## src/rtl/sc2a_pkg.sv

```systemverilog
// ============================================================================
// sc2a_pkg
// Shared types, scancode constants and Set 1 translation tables for the
// scancode-to-ASCII block.
// ============================================================================
package sc2a_pkg;

    // Set 1 codes of interest
    localparam logic [6:0] CODE_LSHIFT = 7'h2A;
    localparam logic [6:0] CODE_RSHIFT = 7'h36;
    localparam logic [6:0] CODE_CAPS   = 7'h3A;

    // Command queue between front and back
    localparam int CQ_DEPTH = 2;
    localparam int CQ_PTR_W = $clog2(CQ_DEPTH);
    localparam int CQ_CNT_W = $clog2(CQ_DEPTH + 1);

    // One command for the back end: a pop request or a character to push
    typedef struct packed {
        logic       is_pop;
        logic [6:0] ch;
    } cmd_t;

    // Unshifted table, zero for unmapped codes
    function automatic logic [6:0] plain_map(input logic [6:0] code);
        logic [6:0] c;
        case (code)
            7'h02: c = 7'h31;  7'h03: c = 7'h32;  7'h04: c = 7'h33;  7'h05: c = 7'h34;
            7'h06: c = 7'h35;  7'h07: c = 7'h36;  7'h08: c = 7'h37;  7'h09: c = 7'h38;
            7'h0A: c = 7'h39;  7'h0B: c = 7'h30;  7'h0C: c = 7'h2D;  7'h0D: c = 7'h3D;
            7'h0E: c = 7'h08;  7'h0F: c = 7'h09;
            7'h10: c = 7'h71;  7'h11: c = 7'h77;  7'h12: c = 7'h65;  7'h13: c = 7'h72;
            7'h14: c = 7'h74;  7'h15: c = 7'h79;  7'h16: c = 7'h75;  7'h17: c = 7'h69;
            7'h18: c = 7'h6F;  7'h19: c = 7'h70;  7'h1A: c = 7'h5B;  7'h1B: c = 7'h5D;
            7'h1C: c = 7'h0A;  7'h1E: c = 7'h61;  7'h1F: c = 7'h73;
            7'h20: c = 7'h64;  7'h21: c = 7'h66;  7'h22: c = 7'h67;  7'h23: c = 7'h68;
            7'h24: c = 7'h6A;  7'h25: c = 7'h6B;  7'h26: c = 7'h6C;  7'h27: c = 7'h3B;
            7'h28: c = 7'h27;  7'h29: c = 7'h60;  7'h2B: c = 7'h5C;
            7'h2C: c = 7'h7A;  7'h2D: c = 7'h78;  7'h2E: c = 7'h63;  7'h2F: c = 7'h76;
            7'h30: c = 7'h62;  7'h31: c = 7'h6E;  7'h32: c = 7'h6D;  7'h33: c = 7'h2C;
            7'h34: c = 7'h2E;  7'h35: c = 7'h2F;  7'h37: c = 7'h2A;  7'h39: c = 7'h20;
            7'h47: c = 7'h37;  7'h48: c = 7'h38;  7'h49: c = 7'h39;  7'h4A: c = 7'h2D;
            7'h4B: c = 7'h34;  7'h4C: c = 7'h35;  7'h4D: c = 7'h36;  7'h4E: c = 7'h2B;
            7'h4F: c = 7'h31;  7'h50: c = 7'h32;  7'h51: c = 7'h33;  7'h52: c = 7'h30;
            7'h53: c = 7'h2E;
            default: c = 7'h00;
        endcase
        return c;
    endfunction

    // Shifted table, zero for unmapped codes
    function automatic logic [6:0] upper_map(input logic [6:0] code);
        logic [6:0] c;
        case (code)
            7'h02: c = 7'h21;  7'h03: c = 7'h40;  7'h04: c = 7'h23;  7'h05: c = 7'h24;
            7'h06: c = 7'h25;  7'h07: c = 7'h5E;  7'h08: c = 7'h26;  7'h09: c = 7'h2A;
            7'h0A: c = 7'h28;  7'h0B: c = 7'h29;  7'h0C: c = 7'h5F;  7'h0D: c = 7'h2B;
            7'h0E: c = 7'h08;  7'h0F: c = 7'h09;
            7'h10: c = 7'h51;  7'h11: c = 7'h57;  7'h12: c = 7'h45;  7'h13: c = 7'h52;
            7'h14: c = 7'h54;  7'h15: c = 7'h59;  7'h16: c = 7'h55;  7'h17: c = 7'h49;
            7'h18: c = 7'h4F;  7'h19: c = 7'h50;  7'h1A: c = 7'h7B;  7'h1B: c = 7'h7D;
            7'h1C: c = 7'h0A;  7'h1E: c = 7'h41;  7'h1F: c = 7'h53;
            7'h20: c = 7'h44;  7'h21: c = 7'h46;  7'h22: c = 7'h47;  7'h23: c = 7'h48;
            7'h24: c = 7'h4A;  7'h25: c = 7'h4B;  7'h26: c = 7'h4C;  7'h27: c = 7'h3A;
            7'h28: c = 7'h22;  7'h29: c = 7'h7E;  7'h2B: c = 7'h7C;
            7'h2C: c = 7'h5A;  7'h2D: c = 7'h58;  7'h2E: c = 7'h43;  7'h2F: c = 7'h56;
            7'h30: c = 7'h42;  7'h31: c = 7'h4E;  7'h32: c = 7'h4D;  7'h33: c = 7'h3C;
            7'h34: c = 7'h3E;  7'h35: c = 7'h3F;  7'h37: c = 7'h2A;  7'h39: c = 7'h20;
            7'h47: c = 7'h37;  7'h48: c = 7'h38;  7'h49: c = 7'h39;  7'h4A: c = 7'h2D;
            7'h4B: c = 7'h34;  7'h4C: c = 7'h35;  7'h4D: c = 7'h36;  7'h4E: c = 7'h2B;
            7'h4F: c = 7'h31;  7'h50: c = 7'h32;  7'h51: c = 7'h33;  7'h52: c = 7'h30;
            7'h53: c = 7'h2E;
            default: c = 7'h00;
        endcase
        return c;
    endfunction

endpackage

```

## src/rtl/sc2a_ifs.sv

```systemverilog
// ============================================================================
// sc2a_ifs
// Valid/ready channel interfaces: key requests in, character results out.
// ============================================================================
interface sc2a_key_if;
    logic       valid;
    logic       ready;
    logic       action;
    logic [7:0] scan_byte;

    modport source (output valid, action, scan_byte, input ready);
    modport sink   (input valid, action, scan_byte, output ready);
endinterface

interface sc2a_char_if;
    logic       valid;
    logic       ready;
    logic [6:0] ascii_char;
    logic       char_valid;

    modport source (output valid, ascii_char, char_valid, input ready);
    modport sink   (input valid, ascii_char, char_valid, output ready);
endinterface

```

## src/rtl/sc2a_front.sv

```systemverilog
// ============================================================================
// sc2a_front
// Accepts key requests, tracks shift and caps lock, translates make codes
// and issues push or pop commands to the command queue.
// ============================================================================
module sc2a_front (
    input  logic            clk,
    input  logic            rst_n,
    sc2a_key_if.sink        keys,
    output logic            cmd_valid,
    output sc2a_pkg::cmd_t  cmd,
    input  logic            cmd_ready
);
    import sc2a_pkg::*;

    logic       shift_reg, shift_next;
    logic       caps_reg, caps_next;
    logic       accept;
    logic       is_release;
    logic       is_shift_key;
    logic [6:0] key;
    logic [6:0] xlat;

    assign keys.ready   = cmd_ready;
    assign accept       = keys.valid && cmd_ready;
    assign is_release   = keys.scan_byte[7];
    assign key          = keys.scan_byte[6:0];
    assign is_shift_key = key inside {CODE_LSHIFT, CODE_RSHIFT};

    // table lookup on the current modifier state
    assign xlat = (shift_reg ^ caps_reg) ? upper_map(key) : plain_map(key);

    // modifier updates and command generation
    always_comb
    begin
        shift_next = shift_reg;
        caps_next  = caps_reg;
        cmd_valid  = 1'b0;
        cmd.is_pop = keys.action;
        cmd.ch     = xlat;
        if (accept)
        begin
            if (keys.action)
            begin
                cmd_valid = 1'b1;
            end
            else if (is_release)
            begin
                if (is_shift_key)
                    shift_next = 1'b0;
            end
            else if (is_shift_key)
            begin
                shift_next = 1'b1;
            end
            else if (key == CODE_CAPS)
            begin
                caps_next = ~caps_reg;
            end
            else
            begin
                cmd_valid = (xlat != 7'h00);
            end
        end
    end

    always_ff @(posedge clk or negedge rst_n)
    begin
        if (!rst_n)
        begin
            shift_reg <= 1'b0;
            caps_reg  <= 1'b0;
        end
        else
        begin
            shift_reg <= shift_next;
            caps_reg  <= caps_next;
        end
    end

endmodule

```

## src/rtl/sc2a_cmdq.sv

```systemverilog
// ============================================================================
// sc2a_cmdq
// Short command queue that decouples the front end from the back end.
// ============================================================================
module sc2a_cmdq (
    input  logic            clk,
    input  logic            rst_n,
    input  logic            in_valid,
    input  sc2a_pkg::cmd_t  in_cmd,
    output logic            in_ready,
    output logic            out_valid,
    output sc2a_pkg::cmd_t  out_cmd,
    input  logic            out_ready
);
    import sc2a_pkg::*;

    cmd_t                entry_reg [CQ_DEPTH];
    logic [CQ_PTR_W-1:0] wr_ptr_reg, wr_ptr_next;
    logic [CQ_PTR_W-1:0] rd_ptr_reg, rd_ptr_next;
    logic [CQ_CNT_W-1:0] cnt_reg, cnt_next;
    logic                push, pop;

    assign in_ready  = (cnt_reg != CQ_CNT_W'(CQ_DEPTH));
    assign out_valid = (cnt_reg != '0);
    assign out_cmd   = entry_reg[rd_ptr_reg];
    assign push      = in_valid && in_ready;
    assign pop       = out_valid && out_ready;

    // pointer and fill count update
    always_comb
    begin
        wr_ptr_next = push ? wr_ptr_reg + 1'b1 : wr_ptr_reg;
        rd_ptr_next = pop  ? rd_ptr_reg + 1'b1 : rd_ptr_reg;
        cnt_next    = cnt_reg;
        if (push && !pop)
            cnt_next = cnt_reg + 1'b1;
        else if (pop && !push)
            cnt_next = cnt_reg - 1'b1;
    end

    always_ff @(posedge clk or negedge rst_n)
    begin
        if (!rst_n)
        begin
            wr_ptr_reg <= '0;
            rd_ptr_reg <= '0;
            cnt_reg    <= '0;
        end
        else
        begin
            wr_ptr_reg <= wr_ptr_next;
            rd_ptr_reg <= rd_ptr_next;
            cnt_reg    <= cnt_next;
        end
    end

    // entry storage
    always_ff @(posedge clk)
    begin
        if (push)
            entry_reg[wr_ptr_reg] <= in_cmd;
    end

endmodule

```

## src/rtl/sc2a_back.sv

```systemverilog
// ============================================================================
// sc2a_back
// Executes queued commands against the character ring buffer and holds the
// pop result in an output register.
// ============================================================================
module sc2a_back #(
    parameter int BUFFER_DEPTH = 256
) (
    input  logic            clk,
    input  logic            rst_n,
    input  logic            cmd_valid,
    input  sc2a_pkg::cmd_t  cmd,
    output logic            cmd_ready,
    sc2a_char_if.source     chars
);
    import sc2a_pkg::*;

    localparam int               IDX_W    = $clog2(BUFFER_DEPTH);
    localparam logic [IDX_W-1:0] LAST_IDX = IDX_W'(BUFFER_DEPTH - 1);

    logic [6:0]       char_store_mem [BUFFER_DEPTH];
    logic [IDX_W-1:0] wr_idx_reg, wr_idx_next;
    logic [IDX_W-1:0] rd_idx_reg, rd_idx_next;
    logic             out_valid_reg, out_valid_next;
    logic             hit_reg, hit_next;
    logic [6:0]       rd_data_reg;
    logic [IDX_W-1:0] wr_idx_inc;
    logic [IDX_W-1:0] rd_idx_inc;
    logic             empty, full;
    logic             cmd_fire, push_fire, pop_fire;

    function automatic logic [IDX_W-1:0] advance(input logic [IDX_W-1:0] idx);
        return (idx == LAST_IDX) ? '0 : idx + 1'b1;
    endfunction

    assign wr_idx_inc = advance(wr_idx_reg);
    assign rd_idx_inc = advance(rd_idx_reg);
    assign empty      = (wr_idx_reg == rd_idx_reg);
    assign full       = (wr_idx_inc == rd_idx_reg);

    // a pop waits only while the output register is held by the sink
    assign cmd_ready = !cmd.is_pop || !out_valid_reg || chars.ready;
    assign cmd_fire  = cmd_valid && cmd_ready;
    assign push_fire = cmd_fire && !cmd.is_pop;
    assign pop_fire  = cmd_fire && cmd.is_pop;

    // index and output register control
    always_comb
    begin
        wr_idx_next    = wr_idx_reg;
        rd_idx_next    = rd_idx_reg;
        out_valid_next = out_valid_reg;
        hit_next       = hit_reg;
        if (push_fire && !full)
            wr_idx_next = wr_idx_inc;
        if (pop_fire)
        begin
            out_valid_next = 1'b1;
            hit_next       = !empty;
            if (!empty)
                rd_idx_next = rd_idx_inc;
        end
        else if (chars.ready)
        begin
            out_valid_next = 1'b0;
        end
    end

    always_ff @(posedge clk or negedge rst_n)
    begin
        if (!rst_n)
        begin
            wr_idx_reg    <= '0;
            rd_idx_reg    <= '0;
            out_valid_reg <= 1'b0;
            hit_reg       <= 1'b0;
        end
        else
        begin
            wr_idx_reg    <= wr_idx_next;
            rd_idx_reg    <= rd_idx_next;
            out_valid_reg <= out_valid_next;
            hit_reg       <= hit_next;
        end
    end

    // ring buffer write port
    always_ff @(posedge clk)
    begin
        if (push_fire && !full)
            char_store_mem[wr_idx_reg] <= cmd.ch;
    end

    // ring buffer read port, registered
    always_ff @(posedge clk)
    begin
        if (pop_fire && !empty)
            rd_data_reg <= char_store_mem[rd_idx_reg];
    end

    assign chars.valid      = out_valid_reg;
    assign chars.char_valid = hit_reg;
    assign chars.ascii_char = hit_reg ? rd_data_reg : 7'h00;

    // pop on an empty buffer gives a miss result
    a_empty_miss: assert property (@(posedge clk) disable iff (!rst_n)
        pop_fire && empty |=> out_valid_reg && !hit_reg)
        else $error("empty pop did not return a miss");

    // pop on a filled buffer consumes exactly one entry
    a_pop_adv: assert property (@(posedge clk) disable iff (!rst_n)
        pop_fire && !empty |=> hit_reg && rd_idx_reg != $past(rd_idx_reg))
        else $error("read index did not advance on pop");

    // a character pushed into a full buffer is dropped
    a_full_drop: assert property (@(posedge clk) disable iff (!rst_n)
        push_fire && full |=> $stable(wr_idx_reg))
        else $error("write index moved on full buffer");

    // indices stay within the buffer
    a_idx_range: assert property (@(posedge clk) disable iff (!rst_n)
        wr_idx_reg <= LAST_IDX && rd_idx_reg <= LAST_IDX)
        else $error("ring index out of range");

endmodule

```

## src/rtl/scancode_to_ascii_fifo.sv

```systemverilog
// ============================================================================
// scancode_to_ascii_fifo
// Set 1 keyboard scancode translator with a character ring buffer.
// ============================================================================
// Usage:
//   keys  : request channel. action 0 delivers scan_byte (bit 7 = release),
//           action 1 pops one character. A scancode request gives no result.
//   chars : one result per pop request: ascii_char and char_valid, or
//           char_valid 0 and ascii_char 0 when the buffer is empty.
// Throughput: one request per cycle while keys.ready is high. The front end
//   classifies and translates a request in the cycle it is accepted; the back
//   end executes one command per cycle on the character store while no pop
//   waits on a held result. Pop path: a pop goes through the command queue;
//   the store read and the output register load happen at the same edge,
//   and chars.valid rises with that register.
// The buffer holds BUFFER_DEPTH-1 characters; a character arriving while it
//   is full is dropped.
// Reset: clears shift, caps lock, both ring indices, the command queue and
//   the output register. Store contents are not cleared; no clearing pass.
// Stalls: while chars.ready is low a finished result is held. Scancodes keep
//   flowing until the next pop reaches the back end; that pop waits, later
//   commands queue behind it, and keys.ready drops once both queue entries
//   are taken.
// ============================================================================
module scancode_to_ascii_fifo #(
    parameter int BUFFER_DEPTH = 256
) (
    input  logic         clk,
    input  logic         rst_n,
    sc2a_key_if.sink     keys,
    sc2a_char_if.source  chars
);
    import sc2a_pkg::*;

    logic fq_valid, fq_ready;
    cmd_t fq_cmd;
    logic qb_valid, qb_ready;
    cmd_t qb_cmd;

    sc2a_front u_front (
        .clk       (clk),
        .rst_n     (rst_n),
        .keys      (keys),
        .cmd_valid (fq_valid),
        .cmd       (fq_cmd),
        .cmd_ready (fq_ready)
    );

    sc2a_cmdq u_cmdq (
        .clk       (clk),
        .rst_n     (rst_n),
        .in_valid  (fq_valid),
        .in_cmd    (fq_cmd),
        .in_ready  (fq_ready),
        .out_valid (qb_valid),
        .out_cmd   (qb_cmd),
        .out_ready (qb_ready)
    );

    sc2a_back #(
        .BUFFER_DEPTH (BUFFER_DEPTH)
    ) u_back (
        .clk       (clk),
        .rst_n     (rst_n),
        .cmd_valid (qb_valid),
        .cmd       (qb_cmd),
        .cmd_ready (qb_ready),
        .chars     (chars)
    );

endmodule

```

## src/flat_wrapper.sv

```systemverilog
// flat-port wrapper written by rule: the top's interface ports become plain ports
module scancode_to_ascii_fifo_flat import sc2a_pkg::*;
#(
    parameter int BUFFER_DEPTH = 256
)
  (clk, rst_n, keys_valid, keys_action, keys_scan_byte, keys_ready, chars_valid, chars_ascii_char, chars_char_valid, chars_ready);
  sc2a_key_if keys_i ();
  sc2a_char_if chars_i ();
  input  logic clk;
  input  logic rst_n;
  input wire logic [$bits(keys_i.valid)-1:0] keys_valid;
  input wire logic [$bits(keys_i.action)-1:0] keys_action;
  input wire logic [$bits(keys_i.scan_byte)-1:0] keys_scan_byte;
  output wire logic [$bits(keys_i.ready)-1:0] keys_ready;
  output wire logic [$bits(chars_i.valid)-1:0] chars_valid;
  output wire logic [$bits(chars_i.ascii_char)-1:0] chars_ascii_char;
  output wire logic [$bits(chars_i.char_valid)-1:0] chars_char_valid;
  input wire logic [$bits(chars_i.ready)-1:0] chars_ready;
  assign keys_i.valid = keys_valid;
  assign keys_i.action = keys_action;
  assign keys_i.scan_byte = keys_scan_byte;
  assign keys_ready = keys_i.ready;
  assign chars_valid = chars_i.valid;
  assign chars_ascii_char = chars_i.ascii_char;
  assign chars_char_valid = chars_i.char_valid;
  assign chars_i.ready = chars_ready;
  scancode_to_ascii_fifo #(.BUFFER_DEPTH(BUFFER_DEPTH)) u_core (.clk(clk), .rst_n(rst_n), .keys(keys_i), .chars(chars_i));
endmodule
```

## config.mk

```make
export PLATFORM = sky130hd
export DESIGN_NAME = scancode_to_ascii_fifo_flat
export DESIGN_NICKNAME = d
export VERILOG_FILES = /design/src/rtl/sc2a_pkg.sv /design/src/rtl/sc2a_ifs.sv /design/src/rtl/sc2a_front.sv /design/src/rtl/sc2a_cmdq.sv /design/src/rtl/sc2a_back.sv /design/src/rtl/scancode_to_ascii_fifo.sv /design/src/flat_wrapper.sv
export SDC_FILE = /design/constraint.sdc
export NUM_CORES = 2
export LEC_CHECK = 0
export ABC_AREA = 1
export BUFFER_PORTS_ARGS = -buffer_cell sky130_fd_sc_hd__buf_4
export CORE_ASPECT_RATIO = 1.5
export CORE_UTILIZATION = 25
export CTS_BUF_LIST = sky130_fd_sc_hd__clkbuf_8
export CTS_CLUSTER_SIZE = 25
export DETAILED_ROUTE_END_ITERATION = 10
export GPL_ROUTABILITY_DRIVEN = 0
export PLACE_DENSITY = 0.49
export SLEW_MARGIN = 20
export SYNTH_ARGS = -nofsm -noshare
export SYNTH_HDL_FRONTEND = slang
export SYNTH_HIERARCHICAL = 1
export SYNTH_SLANG_ARGS = --single-unit
```

## constraint.sdc

```tcl
create_clock -name clk -period 4.8 [get_ports clk]
set_input_delay 0.96 -clock clk [delete_from_list [all_inputs] [get_ports clk]]
set_output_delay 0.96 -clock clk [all_outputs]
set_load 0.05 [all_outputs]
```

==> impl_results.md <==
* Worst-margin pin slew at roughly 1.1 ns
* Seq cells post-synth at 1839
* CTS Buf Count at roughly 280
* CP max stage cell: nand3_2
* Rows at 252
* Drt initial violations at 4142
* Die X at 461 microns
* Io pins at 23
* Synth top area share at 68.9%
* Netlist cell types at 48
* Period utilization at 81.7%
* Post-route ant nets at 0
* Core ar. at 314000 sq um
* Fmax at 255 MHz
* Vias post-DR at 53600
* Post-synth EDFFs at approximately 1800
* Critical Path RT at 5.34 ns
* Min cycle time layout at about 3.9 ns
* Synth Net Count at roughly 7500
* Fill count at 32700
* Starting Density at ~25%
* Worst setup SP type: register
* Total gr overflow at 0
* Syn Inst Count at 7489
* Yosys warns at 6
* Final Net Count at roughly 7600
* Hpwl dp at 144 mm
* Crit path kind: reg -> reg
* Total negative slack at 0 ns
* Final wirelength at roughly 240 mm
* Die area at between 300000 and 400000 sq um
* Clk_skew at 0.0620 ns
* CP dominant cell by count: nand3_1
* CP Cell Sequence: ha_1, inv_1, nor2_4, nand3_4, nand3_1, nand2_1, nand3_1, nor2_2, nand2_4, nand3_2, buf_4, nor2_1
* # port buffers at 22
* RSZ-0062 raised after global routing: no
* Post-synthesis sequential area ratio at 69.6%
* Clk root buf: clkbuf_8
* Clk_lat worst skew at approximately 0.95 ns
* Delay of the slowest cell on the worst path at 0.58 ns
* Ranking of synthesized cells by area: edfxtp_1 (69%), nand2_1 (9.6%), nor2_1 (5.3%)
* DR vias/cell at 4.48
* Largest net degree at the start of global routing at 192
* Most frequent cells after synthesis: nand2_1 (2033), edfxtp_1 (1815), nor2_1 (1127)
* Asr flop ratio synth at 1.31%
* Final Hold Vio Count at 0
* Global-route wire length before repair at 354 mm
* Worst path bufs/invs at 2
* Total track usage at 14.7%
* H-tree lvl count at 5
* Status: finished, final reports clean
* P_leak at 33.4 nW
* TritonRoute pass-1 iters at 6
* Routed WL per cell at 20.1 microns
* Pwr per Cell Area at 592 nW/um^2
* Initial antenna violation count at 9
* Vias in the first global route at 54700
* Area Overhead vs Synth at 13.4%
* Rel. slew slack at 28.7%
* CTS max path bufs at 4
* CTS tree: yes
* Crit path max fanout at 26
* Maximum vdd drop at 0.516 mV
* Crit path max-delay family: simple AND/OR/NAND/NOR gates
* Biggest area consumer among synthesized cells: edfxtp_1
* Slew Limit Fails at 0
* Die Y at approximately 690 microns
* Main synth FF type: edfxtp_1
* WHS at 0.217 ns
* DRC at 0
* Post-Synthesis Cell Area at about 79000 sq um
* Worst hold path type: in -> reg
* Max_cap viols at 0
* Mean Syn Cell Area at 10.6 sq um
* Count leader, synth: nand2_1
* # setup viols final at 0
* Clock Pin Slew Worst Setup and Hold Paths at 0.06 ns
* Clock tree sinks at 1839
* Layout cells sized above 1 at 8.48%
* Crit path capture type: register
* Max reg flops at between 1500 and 2000
* Worst Path Arrival at roughly 4.5 ns
[metal layers]
layer | part of all wire (%) | global-route usage [%]
met2 | 52 | 26.7
met5 | 0 | 0
met4 | 5.1 | 7.23
met1 | 39 | 17.0
met3 | 4.3 | 1.76
[path summary, 6_finish.rpt]
check                                                 start                                  end  slack (ns)  depth (start not counted)
min in group asynchronous                             rst_n            u_core/u_back/chars.valid        0.49                          2
worst max-delay path            u_core/u_back/wr_idx_reg[0]  u_core/u_back/char_store_mem[92][5]        0.88                         12
worst min-delay path                      keys_scan_byte[7]             u_core/u_front/shift_reg        0.22                          2
max in group asynchronous                             rst_n          u_core/u_back/rd_idx_reg[1]        3.95                          2
worst min register to register     u_core/u_cmdq/cnt_reg[0]             u_core/u_cmdq/cnt_reg[0]        0.53                          1
worst max register to register  u_core/u_back/wr_idx_reg[0]  u_core/u_back/char_store_mem[92][5]        0.88                         12
[through the flow]
stage | power (mW) | instances | util (%) | worst slack, ns | instance area, sq um
after floorplan | 33.2 | 7489 | - | 0.301 | 79100
after global placement | 41.3 | 11500 | 26.9 | 0.776 | 84700
after detailed placement | 41.3 | 11500 | 26.9 | 0.905 | 84700
after CTS | 53.9 | 11900 | 28.6 | 0.887 | 89800
after global routing | 55.9 | 12000 | 28.6 | 0.704 | 89800
final | 53.2 | 12000 | 28.6 | 0.880 | 89800
[cells in the final DEF (no fill, tap or decap), types with 4 or more instances in the layout]
cell and instances:
clkbuf_8 288, xor2_1 12, clkinv_2 32, nand3_1 736, edfxtp_1 1815, a21oi_1 89
nand3_2 10, nand4_1 7, nor2_2 5, buf_12 37, o21ai_0 485, nand2_2 8
inv_1 634, inv_2 7, nor2_1 1124, and3_1 4, clkinvlp_4 9, dfrtp_1 20
inv_6 8, o211ai_1 37, clkinv_1 57, nand2_1 2026, nand2_4 10, diode_2 5
buf_4 183, bufinv_16 11, nand3b_1 4, ha_1 20, nand3_4 10, a31oi_1 4
or2_2 18, o22ai_1 12
[logic make-up after synthesis]
group / after synthesis / synth area share [%]
adders and majority gates: 20 / 0.316
DFF: 1839 / 69.6
AOI/OAI and AO/OA: 637 / 4.21
and+or+nand+nor: 3971 / 20.4
xor gates and xnor gates: 16 / 0.187
buffers and inverters: 1006 / 5.23
[where the power goes]
group,total (mW),internal (mW),switching (mW)
Clock,12.4,6.18,6.26
Combinational,20.2,4.70,15.5
Sequential,20.6,20.2,0.378
Total,53.2,31.1,22.1
[area by class of cell]
class | count | area, sq um | share of cell area (%)
sequential | 1839 | 55100 | 61.4
clock inverter | 190 | 1120 | 1.25
tap | 4191 | 5240 | 5.84
antenna | 5 | 12.5 | 0.0139
clock buffer | 288 | 3960 | 4.41
multi-input combinational | 4644 | 20000 | 22.3
inverter | 575 | 2190 | 2.43
timing repair buffer | 221 | 2120 | 2.37
[timing repair]
action / CTS / global route
hold buffers: 1 / 0
resized for setup: 0 / 0
hold endpoints to repair: 24 / 0
endpoints found under the setup margin: 0 / 0
setup buffers: 0 / 0
Note: power is estimated with default switching activity, not from simulation.
